$ cat config.mk
export PLATFORM = sky130hd
export DESIGN_NAME = osc_message_deframer_top
export DESIGN_NICKNAME = d
export VERILOG_FILES = /design/src/hdl/osd_pkg.sv /design/src/hdl/osd_parser.sv /design/src/hdl/osd_out_queue.sv /design/src/hdl/osc_message_deframer_top.sv
export SDC_FILE = /design/constraint.sdc
export NUM_CORES = 1
export LEC_CHECK = 0
export ABC_AREA = 0
export BUFFER_PORTS_ARGS = -buffer_cell sky130_fd_sc_hd__buf_2
export CAP_MARGIN = 20
export CORE_ASPECT_RATIO = 0.8
export CORE_MARGIN = 4
export CORE_UTILIZATION = 45
export CTS_BUF_LIST = sky130_fd_sc_hd__clkbuf_4 sky130_fd_sc_hd__clkbuf_8
export DETAILED_ROUTE_END_ITERATION = 7
export PLACE_DENSITY = 0.69
export SLEW_MARGIN = 5
export SYNTH_ARGS = -nofsm -noshare
export SYNTH_HDL_FRONTEND = slang
export SYNTH_SLANG_ARGS = --single-unit
$ cat constraint.sdc
create_clock -name clock -period 3.6 [get_ports clock]
set_input_delay 0.54 -clock clock [delete_from_list [all_inputs] [get_ports clock]]
set_output_delay 0.54 -clock clock [all_outputs]
set_load 0.03 [all_outputs]
$ cat src/hdl/osd_pkg.sv
// shared types and constants for the osc message deframer
// no dependencies; used by osd_parser, osd_out_queue and the top level
package osd_pkg;

   localparam int MAX_TYPES = 16;
   localparam int MAX_PATH  = 64;

   localparam int CNT_W     = $clog2(MAX_TYPES + 1);
   localparam int TAG_IDX_W = (MAX_TYPES > 1) ? $clog2(MAX_TYPES) : 1;
   localparam int PLEN_W    = $clog2(MAX_PATH + 1);
   localparam int ARG_IDX_W = 4;

   // result queue, depth must be a power of two
   localparam int OUTQ_DEPTH = 4;
   localparam int OUTQ_PTR_W = $clog2(OUTQ_DEPTH);
   localparam int OUTQ_CNT_W = $clog2(OUTQ_DEPTH + 1);

   localparam logic [7:0] CHAR_COMMA = 8'h2c;
   localparam logic [7:0] CHAR_S     = 8'h73;
   localparam logic [7:0] CHAR_I     = 8'h69;
   localparam logic [7:0] CHAR_F     = 8'h66;

   typedef enum logic [2:0] {
      PH_PATH,
      PH_COMMA,
      PH_TAGS,
      PH_ARG_STR,
      PH_ARG_WORD,
      PH_DROP
   } phase_type;

   typedef enum logic [2:0] {
      KIND_PATH,
      KIND_TYPE,
      KIND_STR,
      KIND_INT,
      KIND_FLOAT,
      KIND_END
   } kind_type;

   typedef enum logic [2:0] {
      ST_OK,
      ST_NO_COMMA,
      ST_UNKNOWN_TAG,
      ST_TRUNCATED,
      ST_TOO_MANY
   } status_type;

   typedef struct packed {
      kind_type               kind;
      logic [ARG_IDX_W-1:0]   arg_index;
      logic [31:0]            value;
      status_type             status;
      logic                   eom;
   } osd_rec_type;

   // up to two records per byte; b only ever holds an end record
   typedef struct packed {
      logic        a_valid;
      logic        b_valid;
      osd_rec_type a;
      osd_rec_type b;
   } osd_push_type;

endpackage

$ cat src/hdl/osd_parser.sv
// byte-level parse state, tag store and record generation
// depends on osd_pkg
module osd_parser (
   input  logic                  clock,
   input  logic                  reset,
   input  logic                  accept,
   input  logic [7:0]            data_byte,
   input  logic                  last_byte,
   output osd_pkg::osd_push_type push
);
   import osd_pkg::*;

   phase_type           phase_ff, phase_in;
   logic [1:0]          gpos_ff, gpos_in;
   logic                se_ff, se_in;
   logic [CNT_W-1:0]    count_ff, count_in;
   logic [CNT_W-1:0]    ptr_ff, ptr_in;
   logic [31:0]         ws_ff, ws_in;
   logic [PLEN_W-1:0]   plen_ff, plen_in;
   logic                word_int_ff, word_int_in;

   logic [7:0]          tag_store [MAX_TYPES];

   logic                b_zero, se_now, group_end, tag_full;
   logic                path_emit, tag_emit, tag_over;
   logic                walk_go, walk_end, walk_is_s, walk_is_word, walk_bad;
   logic [CNT_W-1:0]    walk_ptr;
   logic [7:0]          walk_tag;
   logic                early_end;

   logic                prim_valid, end_valid;
   osd_rec_type         prim_rec, end_rec;

   assign b_zero    = (data_byte == 8'd0);
   assign se_now    = se_ff | b_zero;
   assign group_end = (gpos_ff == 2'd3) && b_zero;
   assign tag_full  = (count_ff >= CNT_W'(MAX_TYPES));
   assign path_emit = (phase_ff == PH_PATH) && !se_now && (plen_ff < PLEN_W'(MAX_PATH));
   assign tag_emit  = (phase_ff == PH_TAGS) && !se_now && !tag_full;
   assign tag_over  = (phase_ff == PH_TAGS) && !se_now && tag_full;

   // walk to the next argument: from the tag string start at 0, else step on
   assign walk_go = accept && (((phase_ff == PH_TAGS) && group_end)
                  || ((phase_ff == PH_ARG_STR) && group_end)
                  || ((phase_ff == PH_ARG_WORD) && (gpos_ff == 2'd3)));
   assign walk_ptr     = (phase_ff == PH_TAGS) ? '0 : ptr_ff + 1'b1;
   assign walk_end     = (walk_ptr >= count_ff);
   assign walk_tag     = tag_store[walk_ptr[TAG_IDX_W-1:0]];
   assign walk_is_s    = (walk_tag == CHAR_S);
   assign walk_is_word = (walk_tag == CHAR_I) || (walk_tag == CHAR_F);
   assign walk_bad     = !walk_end && !walk_is_s && !walk_is_word;

   assign early_end = accept && (((phase_ff == PH_COMMA) && (data_byte != CHAR_COMMA))
                    || tag_over || walk_go && (walk_end || walk_bad));

   // next state
   always_comb begin
      phase_in    = phase_ff;
      gpos_in     = gpos_ff;
      se_in       = se_ff;
      count_in    = count_ff;
      ptr_in      = ptr_ff;
      ws_in       = ws_ff;
      plen_in     = plen_ff;
      word_int_in = word_int_ff;
      if (accept) begin
         case (phase_ff)
            PH_PATH: begin
               se_in = se_now;
               if (path_emit) plen_in = plen_ff + 1'b1;
               if (group_end) begin
                  phase_in = PH_COMMA;
                  se_in    = 1'b0;
               end
            end
            PH_COMMA: begin
               phase_in = (data_byte == CHAR_COMMA) ? PH_TAGS : PH_DROP;
            end
            PH_TAGS: begin
               se_in = se_now;
               if (tag_over) begin
                  phase_in = PH_DROP;
               end else begin
                  if (tag_emit) count_in = count_ff + 1'b1;
                  if (group_end) ptr_in = '0;
               end
            end
            PH_ARG_STR: begin
               se_in = se_now;
               if (group_end) ptr_in = ptr_ff + 1'b1;
            end
            PH_ARG_WORD: begin
               ws_in = {ws_ff[23:0], data_byte};
               if (gpos_ff == 2'd3) ptr_in = ptr_ff + 1'b1;
            end
            default: begin
            end
         endcase
         if (walk_go) begin
            if (walk_end || walk_bad) begin
               phase_in = PH_DROP;
            end else if (walk_is_s) begin
               phase_in = PH_ARG_STR;
               se_in    = 1'b0;
            end else begin
               phase_in    = PH_ARG_WORD;
               ws_in       = '0;
               word_int_in = (walk_tag == CHAR_I);
            end
         end
         if (last_byte) begin
            phase_in = PH_PATH;
            gpos_in  = 2'd0;
            se_in    = 1'b0;
            count_in = '0;
            ptr_in   = '0;
            ws_in    = '0;
            plen_in  = '0;
         end else begin
            gpos_in = gpos_ff + 2'd1;
         end
      end
   end

   // records for this byte
   always_comb begin
      prim_valid         = 1'b0;
      prim_rec.kind      = KIND_PATH;
      prim_rec.arg_index = '0;
      prim_rec.value     = {24'd0, data_byte};
      prim_rec.status    = ST_OK;
      prim_rec.eom       = 1'b0;
      end_valid          = 1'b0;
      end_rec.kind       = KIND_END;
      end_rec.arg_index  = '0;
      end_rec.value      = '0;
      end_rec.status     = ST_OK;
      end_rec.eom        = 1'b1;
      if (accept) begin
         case (phase_ff)
            PH_PATH: begin
               prim_valid = path_emit;
            end
            PH_COMMA: begin
               end_rec.status = ST_NO_COMMA;
            end
            PH_TAGS: begin
               prim_valid         = tag_emit;
               prim_rec.kind      = KIND_TYPE;
               prim_rec.arg_index = ARG_IDX_W'(count_ff);
               if (tag_over) end_rec.status = ST_TOO_MANY;
            end
            PH_ARG_STR: begin
               prim_valid         = !se_now;
               prim_rec.kind      = KIND_STR;
               prim_rec.arg_index = ARG_IDX_W'(ptr_ff);
            end
            PH_ARG_WORD: begin
               prim_valid         = (gpos_ff == 2'd3);
               prim_rec.kind      = word_int_ff ? KIND_INT : KIND_FLOAT;
               prim_rec.arg_index = ARG_IDX_W'(ptr_ff);
               prim_rec.value     = {ws_ff[23:0], data_byte};
            end
            default: begin
            end
         endcase
         if (walk_go && walk_end) end_rec.status = ST_OK;
         else if (walk_go && walk_bad) end_rec.status = ST_UNKNOWN_TAG;
         if (early_end) begin
            end_valid = 1'b1;
         end else if (last_byte && (phase_ff != PH_DROP)) begin
            end_valid      = 1'b1;
            end_rec.status = ST_TRUNCATED;
         end
      end
      if (prim_valid) begin
         push.a_valid = 1'b1;
         push.a       = prim_rec;
         push.b_valid = end_valid;
      end else begin
         push.a_valid = end_valid;
         push.a       = end_rec;
         push.b_valid = 1'b0;
      end
      push.b = end_rec;
   end

   always_ff @(posedge clock) begin
      if (reset) begin
         phase_ff    <= PH_PATH;
         gpos_ff     <= 2'd0;
         se_ff       <= 1'b0;
         count_ff    <= '0;
         ptr_ff      <= '0;
         ws_ff       <= '0;
         plen_ff     <= '0;
         word_int_ff <= 1'b0;
      end else begin
         phase_ff    <= phase_in;
         gpos_ff     <= gpos_in;
         se_ff       <= se_in;
         count_ff    <= count_in;
         ptr_ff      <= ptr_in;
         ws_ff       <= ws_in;
         plen_ff     <= plen_in;
         word_int_ff <= word_int_in;
      end
   end

   // tag store has no reset, the walk only reads entries of this datagram
   always_ff @(posedge clock) begin
      if (accept && tag_emit) tag_store[count_ff[TAG_IDX_W-1:0]] <= data_byte;
   end

`ifndef SYNTHESIS
   a_last_clears: assert property (@(posedge clock) disable iff (reset)
      accept && last_byte |=> (phase_ff == PH_PATH) && (count_ff == '0) && (ptr_ff == '0))
      else $error("parse state not cleared after last byte");
   a_second_is_end: assert property (@(posedge clock) disable iff (reset)
      push.b_valid |-> push.a_valid && push.b.eom && (push.b.kind == KIND_END))
      else $error("second record is not a lone end record");
   a_end_is_final: assert property (@(posedge clock) disable iff (reset)
      push.a_valid && (push.a.kind == KIND_END) |-> !push.b_valid)
      else $error("record follows an end record");
   a_ptr_bound: assert property (@(posedge clock) disable iff (reset)
      (count_ff <= CNT_W'(MAX_TYPES)) && (ptr_ff <= count_ff))
      else $error("tag count or argument pointer out of range");
`endif

endmodule

$ cat src/hdl/osd_out_queue.sv
// small result queue: takes up to two records per cycle and hands out
// one per cycle unless out_stall holds it; depends on osd_pkg
module osd_out_queue (
   input  logic                  clock,
   input  logic                  reset,
   input  osd_pkg::osd_push_type push,
   output logic                  full,
   output logic                  out_valid,
   input  logic                  out_stall,
   output osd_pkg::osd_rec_type  out_rec
);
   import osd_pkg::*;

   osd_rec_type            mem [OUTQ_DEPTH];
   logic [OUTQ_PTR_W-1:0]  wr_ff, wr_in;
   logic [OUTQ_PTR_W-1:0]  rd_ff, rd_in;
   logic [OUTQ_CNT_W-1:0]  count_ff, count_in;
   logic                   pop;

   assign out_valid = (count_ff != '0);
   assign out_rec   = mem[rd_ff];
   assign pop       = out_valid && !out_stall;
   // keep room for a two-record item
   assign full      = (count_ff > OUTQ_CNT_W'(OUTQ_DEPTH - 2));

   assign wr_in    = wr_ff + OUTQ_PTR_W'(push.a_valid) + OUTQ_PTR_W'(push.b_valid);
   assign rd_in    = rd_ff + OUTQ_PTR_W'(pop);
   assign count_in = count_ff + OUTQ_CNT_W'(push.a_valid) + OUTQ_CNT_W'(push.b_valid)
                   - OUTQ_CNT_W'(pop);

   always_ff @(posedge clock) begin
      if (reset) begin
         wr_ff    <= '0;
         rd_ff    <= '0;
         count_ff <= '0;
      end else begin
         wr_ff    <= wr_in;
         rd_ff    <= rd_in;
         count_ff <= count_in;
      end
   end

   always_ff @(posedge clock) begin
      if (push.a_valid) mem[wr_ff] <= push.a;
      if (push.b_valid) mem[wr_ff + 1'b1] <= push.b;
   end

endmodule

$ cat src/hdl/osc_message_deframer_top.sv
// osc message deframer: one datagram byte per item in, parse records out
// a byte's records are written into the registered result queue when the byte is taken
// throughput: one byte per cycle unless stalled; a byte gives at most two records and the
// four-entry result queue stalls input once it holds three or more
// reset: synchronous, clears parse state and queue; the tag store is not cleared
// depends on osd_pkg, osd_parser, osd_out_queue
module osc_message_deframer_top (
   input  logic        clock,
   input  logic        reset,
   input  logic        req_valid,
   output logic        req_stall,
   input  logic [7:0]  req_data_byte,
   input  logic        req_last_byte,
   output logic        rsp_valid,
   input  logic        rsp_stall,
   output logic [2:0]  rsp_kind,
   output logic [3:0]  rsp_arg_index,
   output logic [31:0] rsp_value,
   output logic [2:0]  rsp_status,
   output logic        rsp_end_of_message
);
   import osd_pkg::*;

   osd_push_type push;
   osd_rec_type  out_rec;
   logic         accept;
   logic         full;

   assign req_stall = full;
   assign accept    = req_valid && !full;

   osd_parser u_parser (
      .clock     (clock),
      .reset     (reset),
      .accept    (accept),
      .data_byte (req_data_byte),
      .last_byte (req_last_byte),
      .push      (push)
   );

   osd_out_queue u_queue (
      .clock     (clock),
      .reset     (reset),
      .push      (push),
      .full      (full),
      .out_valid (rsp_valid),
      .out_stall (rsp_stall),
      .out_rec   (out_rec)
   );

   assign rsp_kind           = out_rec.kind;
   assign rsp_arg_index      = out_rec.arg_index;
   assign rsp_value          = out_rec.value;
   assign rsp_status         = out_rec.status;
   assign rsp_end_of_message = out_rec.eom;

endmodule

[Yosys cells after proc, flatten, opt, wreduce, memory -nomap -nowiden]
Memory sizes are Yosys's and may differ from the RTL's. A register that Yosys moved wholly into a read port is not among the register bits.
Cells that the tools add are included.
Word-level totals
  flip-flop bits (word level): 63
  bits in latches: 0
  RAM bits: 300
  memory bits (read-only): 0
  input bits: 13
  output and inout port bits: 45
  logic and storage cells: 156
  memories: 2
Operators by class
  add/subtract/negate cells: 11
  multipliers: 0
  divide/modulo/power cells: 0
  $lt $le $gt $ge: 4
  equality and inequality tests: 18
  shift-type cells: 0
  multiplexer cells: 58
  bitwise operators: 3
  reduce and logical (&&, ||, !) cells: 49
Memories
  u_queue.mem: depth 4, width 43, rd ports 1, clocked after memory_dff 1, wr ports 2, RTL line osd_out_queue.sv:14  | osd_rec_type mem [OUTQ_DEPTH];
  u_parser.tag_store: depth 16, width 8, rd ports 1, clocked after memory_dff 0, wr ports 1, RTL line osd_parser.sv:22  | logic [7:0] tag_store [MAX_TYPES];
Operators with widths (count)
  $mux W32: 6
  $mux W5: 10
  $mux W45: 1
  $mux W3: 14
  $mux W39: 1
  $eq A8 B7 Y1 const B: 3
  $logic_and A1 B1 Y1: 21
  $mux W7: 3
  $pmux W7 S3: 1
  $mux W1: 15
  $pmux W5 S3: 1
  $reduce_and A4 Y1: 3
  $add A5 B1 Y5 const B: 2
  $ne A3 B3 Y1 const B: 3
  $pmux W3 S3: 1
  $eq A8 B6 Y1 const B: 1
  $logic_not A8 Y1: 1
  $ne A4 B2 Y1 const B: 2
  $ne A8 B6 Y1 const B: 1
  $reduce_bool A2 Y1: 4
  $add A7 B1 Y7 const B: 1
  $logic_not A1 Y1: 7
  $lt A7 B7 Y1 const B: 1
  $add A2 B1 Y2: 3
  other kinds (26): 37

[Depth between registers and ports, before layout]
An unclocked memory read counts as a cell.
  word-level depth: 17
  mapped depth: 19
  gate-level depth less buffers: 18

[By module]
From an unflattened synthesis, not the netlist that was laid out.
Unflattened totals
  cell total of the unflattened synthesis: 1181
  area total of the unflattened synthesis: 17038.8 µm²
By module, submodules not included
  osd_out_queue: times used 1, cells each 457, area an instance 8635.8 µm², sequential area each 5305.1 µm²
  osd_parser: times used 1, cells each 723, area an instance 8389.3 µm², sequential area each 4804.6 µm²
  osc_message_deframer_top: times used 1, cells each 1, area an instance 13.8 µm², sequential area each 0.0 µm²

[Worst setup path before layout]
OpenSTA, ideal clock, no wires.
  kind: register to register
  start: register u_parser.phase_ff[1]
  end: register u_queue.count_ff[2]
  library setup time: 128 ps
  arrival: 3910 ps
  data required time: 3472 ps
  setup slack: -437 ps
  stages on the path, launching flop included: 20
  buffers on the path: 4
  period minus slack after synthesis: 4037 ps
  cell sequence: dfxtp_1 > buf_4 > nor3b_2 > buf_2 > buf_2 > buf_2 > nor2_1 > ha_1 > nand2_1 > o21ai_0 > a41oi_1 > o311ai_4 > a21o_1 > nor2_1 > ha_1 > inv_1 > fa_1 > fa_1 > xor2_1 > nor2_1
Between the ends
  longest elaborated chain between the ends: 17
  elaborated cells on any way between the ends: 45
  those cells by class: 3 x add/sub; 1 x order compare; 8 x eq/ne; 7 x mux; 25 x reduce/logical; 1 x memory
RTL lines
  start, declared: RTL line osd_parser.sv:13  | phase_type phase_ff, phase_in;
  start signal, assigned: RTL line osd_parser.sv:199  | phase_ff <= phase_in;
  $eq A3 B2 Y1
  $mux W5: RTL line osd_parser.sv:46  | assign walk_ptr = (phase_ff == PH_TAGS) ? '0 : ptr_ff + 1'b1;
  $mem_v2 Z16 W8
  $eq A8 B7 Y1 (on tied branches): RTL line osd_parser.sv:49, osd_parser.sv:50
  $logic_not A1 Y1 or $logic_or A1 B1 Y1 (tied branches): RTL line osd_parser.sv:51, osd_parser.sv:50
  $logic_and A1 B1 Y1 or $logic_not A1 Y1 (tied branches): RTL line osd_parser.sv:51  | assign walk_bad = !walk_end && !walk_is_s && !walk_is_word;
  $logic_and A1 B1 Y1: RTL line osd_parser.sv:51
  $logic_or A1 B1 Y1: RTL line osd_parser.sv:54  | || tag_over || walk_go && (walk_end || walk_bad));
  $logic_and A1 B1 Y1: RTL line osd_parser.sv:54
  $logic_or A1 B1 Y1: RTL line osd_parser.sv:54
  $logic_and A1 B1 Y1: RTL line osd_parser.sv:53  | assign early_end = accept && (((phase_ff == PH_COMMA) && (data_byte != CHAR_COMMA))
  $mux W1: RTL line osd_parser.sv:169  | if (early_end) begin
  $mux W1: RTL line osd_parser.sv:139  | if (accept) begin
  $mux W45 *: RTL line osd_parser.sv:176  | if (prim_valid) begin
  $add A3 B1 Y3: RTL line osd_out_queue.sv:28  | assign count_in = count_ff + OUTQ_CNT_W'(push.a_valid) + OUTQ_CNT_W'(push.b_valid)
  $add A3 B1 Y3 *: RTL line osd_out_queue.sv:28
  $sub A3 B1 Y3 *: RTL line osd_out_queue.sv:29  | - OUTQ_CNT_W'(pop);
  end signal, assigned: RTL line osd_out_queue.sv:39  | count_ff <= count_in;
  end, declared: RTL line osd_out_queue.sv:17  | logic [OUTQ_CNT_W-1:0] count_ff, count_in;
Mark *: on every way between the ends. The rest lies on a longest branch, timed or not.
A chain may end at the register's enable or synchronous reset.

[Worst setup path in the final report]
  start: register u_parser.ptr_ff[0]
  end: register u_queue.count_ff[1]
Between the ends
  longest elaborated chain between the ends: 17
  elaborated cells on any way between the ends: 23
  those cells by class: 4 x add/sub; 1 x order compare; 3 x eq/ne; 4 x mux; 10 x reduce/logical; 1 x memory
RTL lines
  start, declared: RTL line osd_parser.sv:17  | logic [CNT_W-1:0] ptr_ff, ptr_in;
  start signal, assigned: RTL line osd_parser.sv:203  | ptr_ff <= ptr_in;
  $add A5 B1 Y5 *: RTL line osd_parser.sv:46
  $mux W5 *: RTL line osd_parser.sv:46
  $mem_v2 Z16 W8
  $eq A8 B7 Y1 (on tied branches): RTL line osd_parser.sv:49, osd_parser.sv:50
  $logic_not A1 Y1 or $logic_or A1 B1 Y1 (tied branches): RTL line osd_parser.sv:51, osd_parser.sv:50
  $logic_and A1 B1 Y1 or $logic_not A1 Y1 (tied branches): RTL line osd_parser.sv:51
  $logic_and A1 B1 Y1: RTL line osd_parser.sv:51
  $logic_or A1 B1 Y1 *: RTL line osd_parser.sv:54
  [2 not listed]
  $logic_and A1 B1 Y1 *: RTL line osd_parser.sv:53
  $mux W1 *: RTL line osd_parser.sv:169
  $mux W1 *: RTL line osd_parser.sv:139
  $mux W45 *: RTL line osd_parser.sv:176
  $add A3 B1 Y3: RTL line osd_out_queue.sv:28
  $add A3 B1 Y3 *: RTL line osd_out_queue.sv:28
  $sub A3 B1 Y3 *: RTL line osd_out_queue.sv:29
  via u_queue.count_in[1]: RTL line osd_out_queue.sv:17
Mark *: on every way through the listed nets, which the timed path passes. The rest lies on a longest branch.

==> qor.yml <==
numCtsBuffers: 54
final.fill_count: 2733
io_buffers: 57
io-pin-count: 58
period_share_pct: 106
ant_nets: 0
startpoint_type: "register"
ys_seq_area_share_pct: 55.1
grt_use_total_pct: 23.6
routedWlPerCell_um: 22.7
final_area_um2: 18900
die_x_um: 215
drt_first_iter_violations: 1479
netlist_area_um2: 15400
ys_seq_elements: 355
drive_gt1_share_pct: 29.1
rr_worst_depth: 18
setup_viol: 2
gp_congestion: 0.955
final-hold-violation-count: 0
leakage_nw: 6.87
vias: 12400
firstDrtPassIters: 5
holdBufCountCts: 0
synth.distinct_cells: 83
clk_pin_slew_worst_paths_ns: 0.07
final.setup.worst_slack_ns: -0.198
syn_to_final_growth_pct: 22.3
grt_max_degree: 65
synth_area_leaders: "dfxtp_1, edfxtp_1, mux4_2"
finalPower_w: 0.0106
synth.top_cell.area_share_pct: 27.9
syn-num-nets: 1374
worstPathRequired_ns: 4.15
setup_tns_ns: -0.360
rows: 60
hold_depth: 2
violations: "setup timing"
avgSynthCellArea_um2: 11.5
chipHeight_um: 174
placed_area_um2: 17300
dpl.hpwl_um: 29200
syn_inst: 1343
rsz0062_at_grt: "yes"
hp-class: "input port to register"
worst_pin_slew_ns: 0.908
power_density_nw_per_um2: 560
antenna_found_initial: 0
reg2reg_from: "u_parser.ptr_ff[0]"
fin_nets: 1548
slew_viol_final: 0
grt_pass1_wl_um: 70400
worst-setup-path-type: "register to register"
clock_skew_ns: 0.0320
async_reset_ff_share_pct: 0
critPathCaptureType: "register"
pre_cts_slack_ns: -0.302
antenna_cells: 0
gr-total-overflow: 0
first_global_vias: 12100
synth_flop_cell: "dfxtp_1"
critPathArrivalTime_ns: 4.35
cp_max_fo: 16
rr_endpoint: "u_queue.count_ff[1]"
synth_top_cell_by_area: "dfxtp_1"
min_to: "u_queue.wr_ff[1]"
clockBufferDepth: 3
route.detailed.drc: 0
vdd_drop_max_uv: 339
start_util_pct: 45.8
yosys_warnings: 0
fmax_mhz: 263
layout_min_cycle_time_ns: 3.80
coreArea_um2: 33700
die_area_um2: 37300
r2r_slack_ns: -0.20
cap_violations: 0
wl_um: 45300
clock-sinks: 355
synth_edf_count: 140
min_from: "reset"
htreeDepth: 2
cts_root_buf: "clkbuf_8"
cts_tree: "built"
outcome: "finished, violations left"
max_slew_margin_pct: 39.4
clock_latency_ns: 0.63
via_per_inst: 6.20
-- worst max-delay path, stage by stage (launching register included) --
cell and delay [ns]:
dfxtp_4 0.37, buf_8 0.15, buf_12 0.17, clkinvlp_4 0.14, buf_4 0.20, o2111ai_1 0.24
a311oi_2 0.16, a211oi_1 0.22, buf_4 0.17, nor3_2 0.04, buf_4 0.14, nand2_1 0.08
o221a_1 0.26, nor2_1 0.07, ha_1 0.29, inv_2 0.04, fa_2 0.34, fa_2 0.53
nor2b_1 0.11
-- cells by family (layout without fill, tap and decap cells) --
family	after synthesis	after routing	synth area share, %
compound gates	419	419	20.2
flops	355	355	55.1
simple gates	323	323	9.74
buf+inv	146	364	4.11
mux	67	67	8.28
fa+ha+maj	18	18	1.61
xor+xnor	15	15	0.949
-- layer usage --
metal	wire length, µm	global-route usage (%)	vias up
met5	0	0	-
met4	769	5.37	0
met3	4200	4.87	76
met2	20200	36.0	575
met1	20200	34.8	6179
li1	-	-	5533
-- state kept, by name, indices dropped and copies added (netlist names) --
| name | flops |
|---|---|
| u_queue.mem | 172 |
| u_parser.tag_store | 128 |
| u_parser.ws_ff | 24 |
| u_parser.plen_ff | 7 |
| u_parser.count_ff | 5 |
| u_parser.ptr_ff | 5 |
| u_parser.phase_ff | 3 |
| u_queue.count_ff | 3 |
| u_parser.gpos_ff | 2 |
| u_queue.rd_ff | 2 |
| u_queue.wr_ff | 2 |
| u_parser.se_ff | 1 |
| u_parser.word_int_ff | 1 |
-- worst max path at each step --
stage	start	to	cells past startpoint
after floorplan	u_parser.ptr_ff[1]	u_queue.count_ff[1]	16
after global placement	u_parser.ptr_ff[0]	u_queue.count_ff[2]	16
after detailed placement	u_parser.ptr_ff[0]	u_queue.count_ff[1]	15
after CTS	u_parser.ptr_ff[2]	u_queue.count_ff[1]	15
after global routing	u_parser.ptr_ff[0]	u_queue.count_ff[1]	18
final	u_parser.ptr_ff[0]	u_queue.count_ff[1]	18
-- metrics by stage --
step	util, %	std cells	hold slack, ns
2_1_floorplan	-	1343	0.431
3_3_place_gp	51.2	1875	0.443
3_5_place_dp	51.3	1875	0.452
4_1_cts	55.4	1988	0.350
5_1_grt	56.0	1995	0.370
6_report	56.0	1995	0.379
-- cells in the final DEF, fill, tap and decap left out, drive strengths merged, types with 9 or more instances in the layout --
master and n:
buf 225, clkbuf 80, mux4 48, nor2 85, nand3 20, nor3 16, mux2i 13, ha 15
and3 16, a32o 64, o211ai 10, inv 38, nor2b 9, nand2 133, a21oi 46, a22oi 79
a22o 28, a31o 10, dfxtp 215, edfxtp 140, clkinv 17, o21ai 98
-- cell type report --
class | instances | area (µm²) | share of cell area [%]
multi-input cells | 842 | 6620 | 35.1
repair buffers | 226 | 1880 | 9.94
clock inverters | 20 | 165 | 0.875
inverters | 38 | 150 | 0.795
clock buffers | 80 | 1000 | 5.30
well taps | 434 | 543 | 2.88
flip-flops and latches | 355 | 8520 | 45.2
-- report_power, final --
group	leakage [nW]	total (W)	internal, W	switching, W
registers	3.01	0.00471	0.00445	0.000254
clock network	0.624	0.00356	0.00194	0.00161
logic	3.24	0.00230	0.000849	0.00145
-- cell usage after synthesis (all sizes together) (5+ instances only) --
cell type and count:
nand3 20, nor3 16, ha 15, and3 16
a211oi 5, nand2 133, o22ai 5, nor3b 7
inv 35, a22o 28, xor2 8, a31oi 5
mux2 6, or3 8, a32o 64, edfxtp 140
o221ai 8, o211ai 10, a21oi 46, a31o 10
a311oi 8, o311ai 5, a2111oi 5, xnor2 7
mux4 48, nor2 85, a21o 5, dfxtp 215
clkbuf 64, o21ai 98, buf 44, mux2i 13
nand3b 5, nor2b 9, nand2b 7, a22oi 79
-- repair_timing --
action / 4_1_cts / 5_1_grt
buffers inserted: 12 / 7
cloned: 1 / 0
setup endpoints to repair: 4 / 191
pin swaps: 12 / 13
gates resized for setup: 26 / 32
Note: power is estimated with default switching activity, not from simulation.
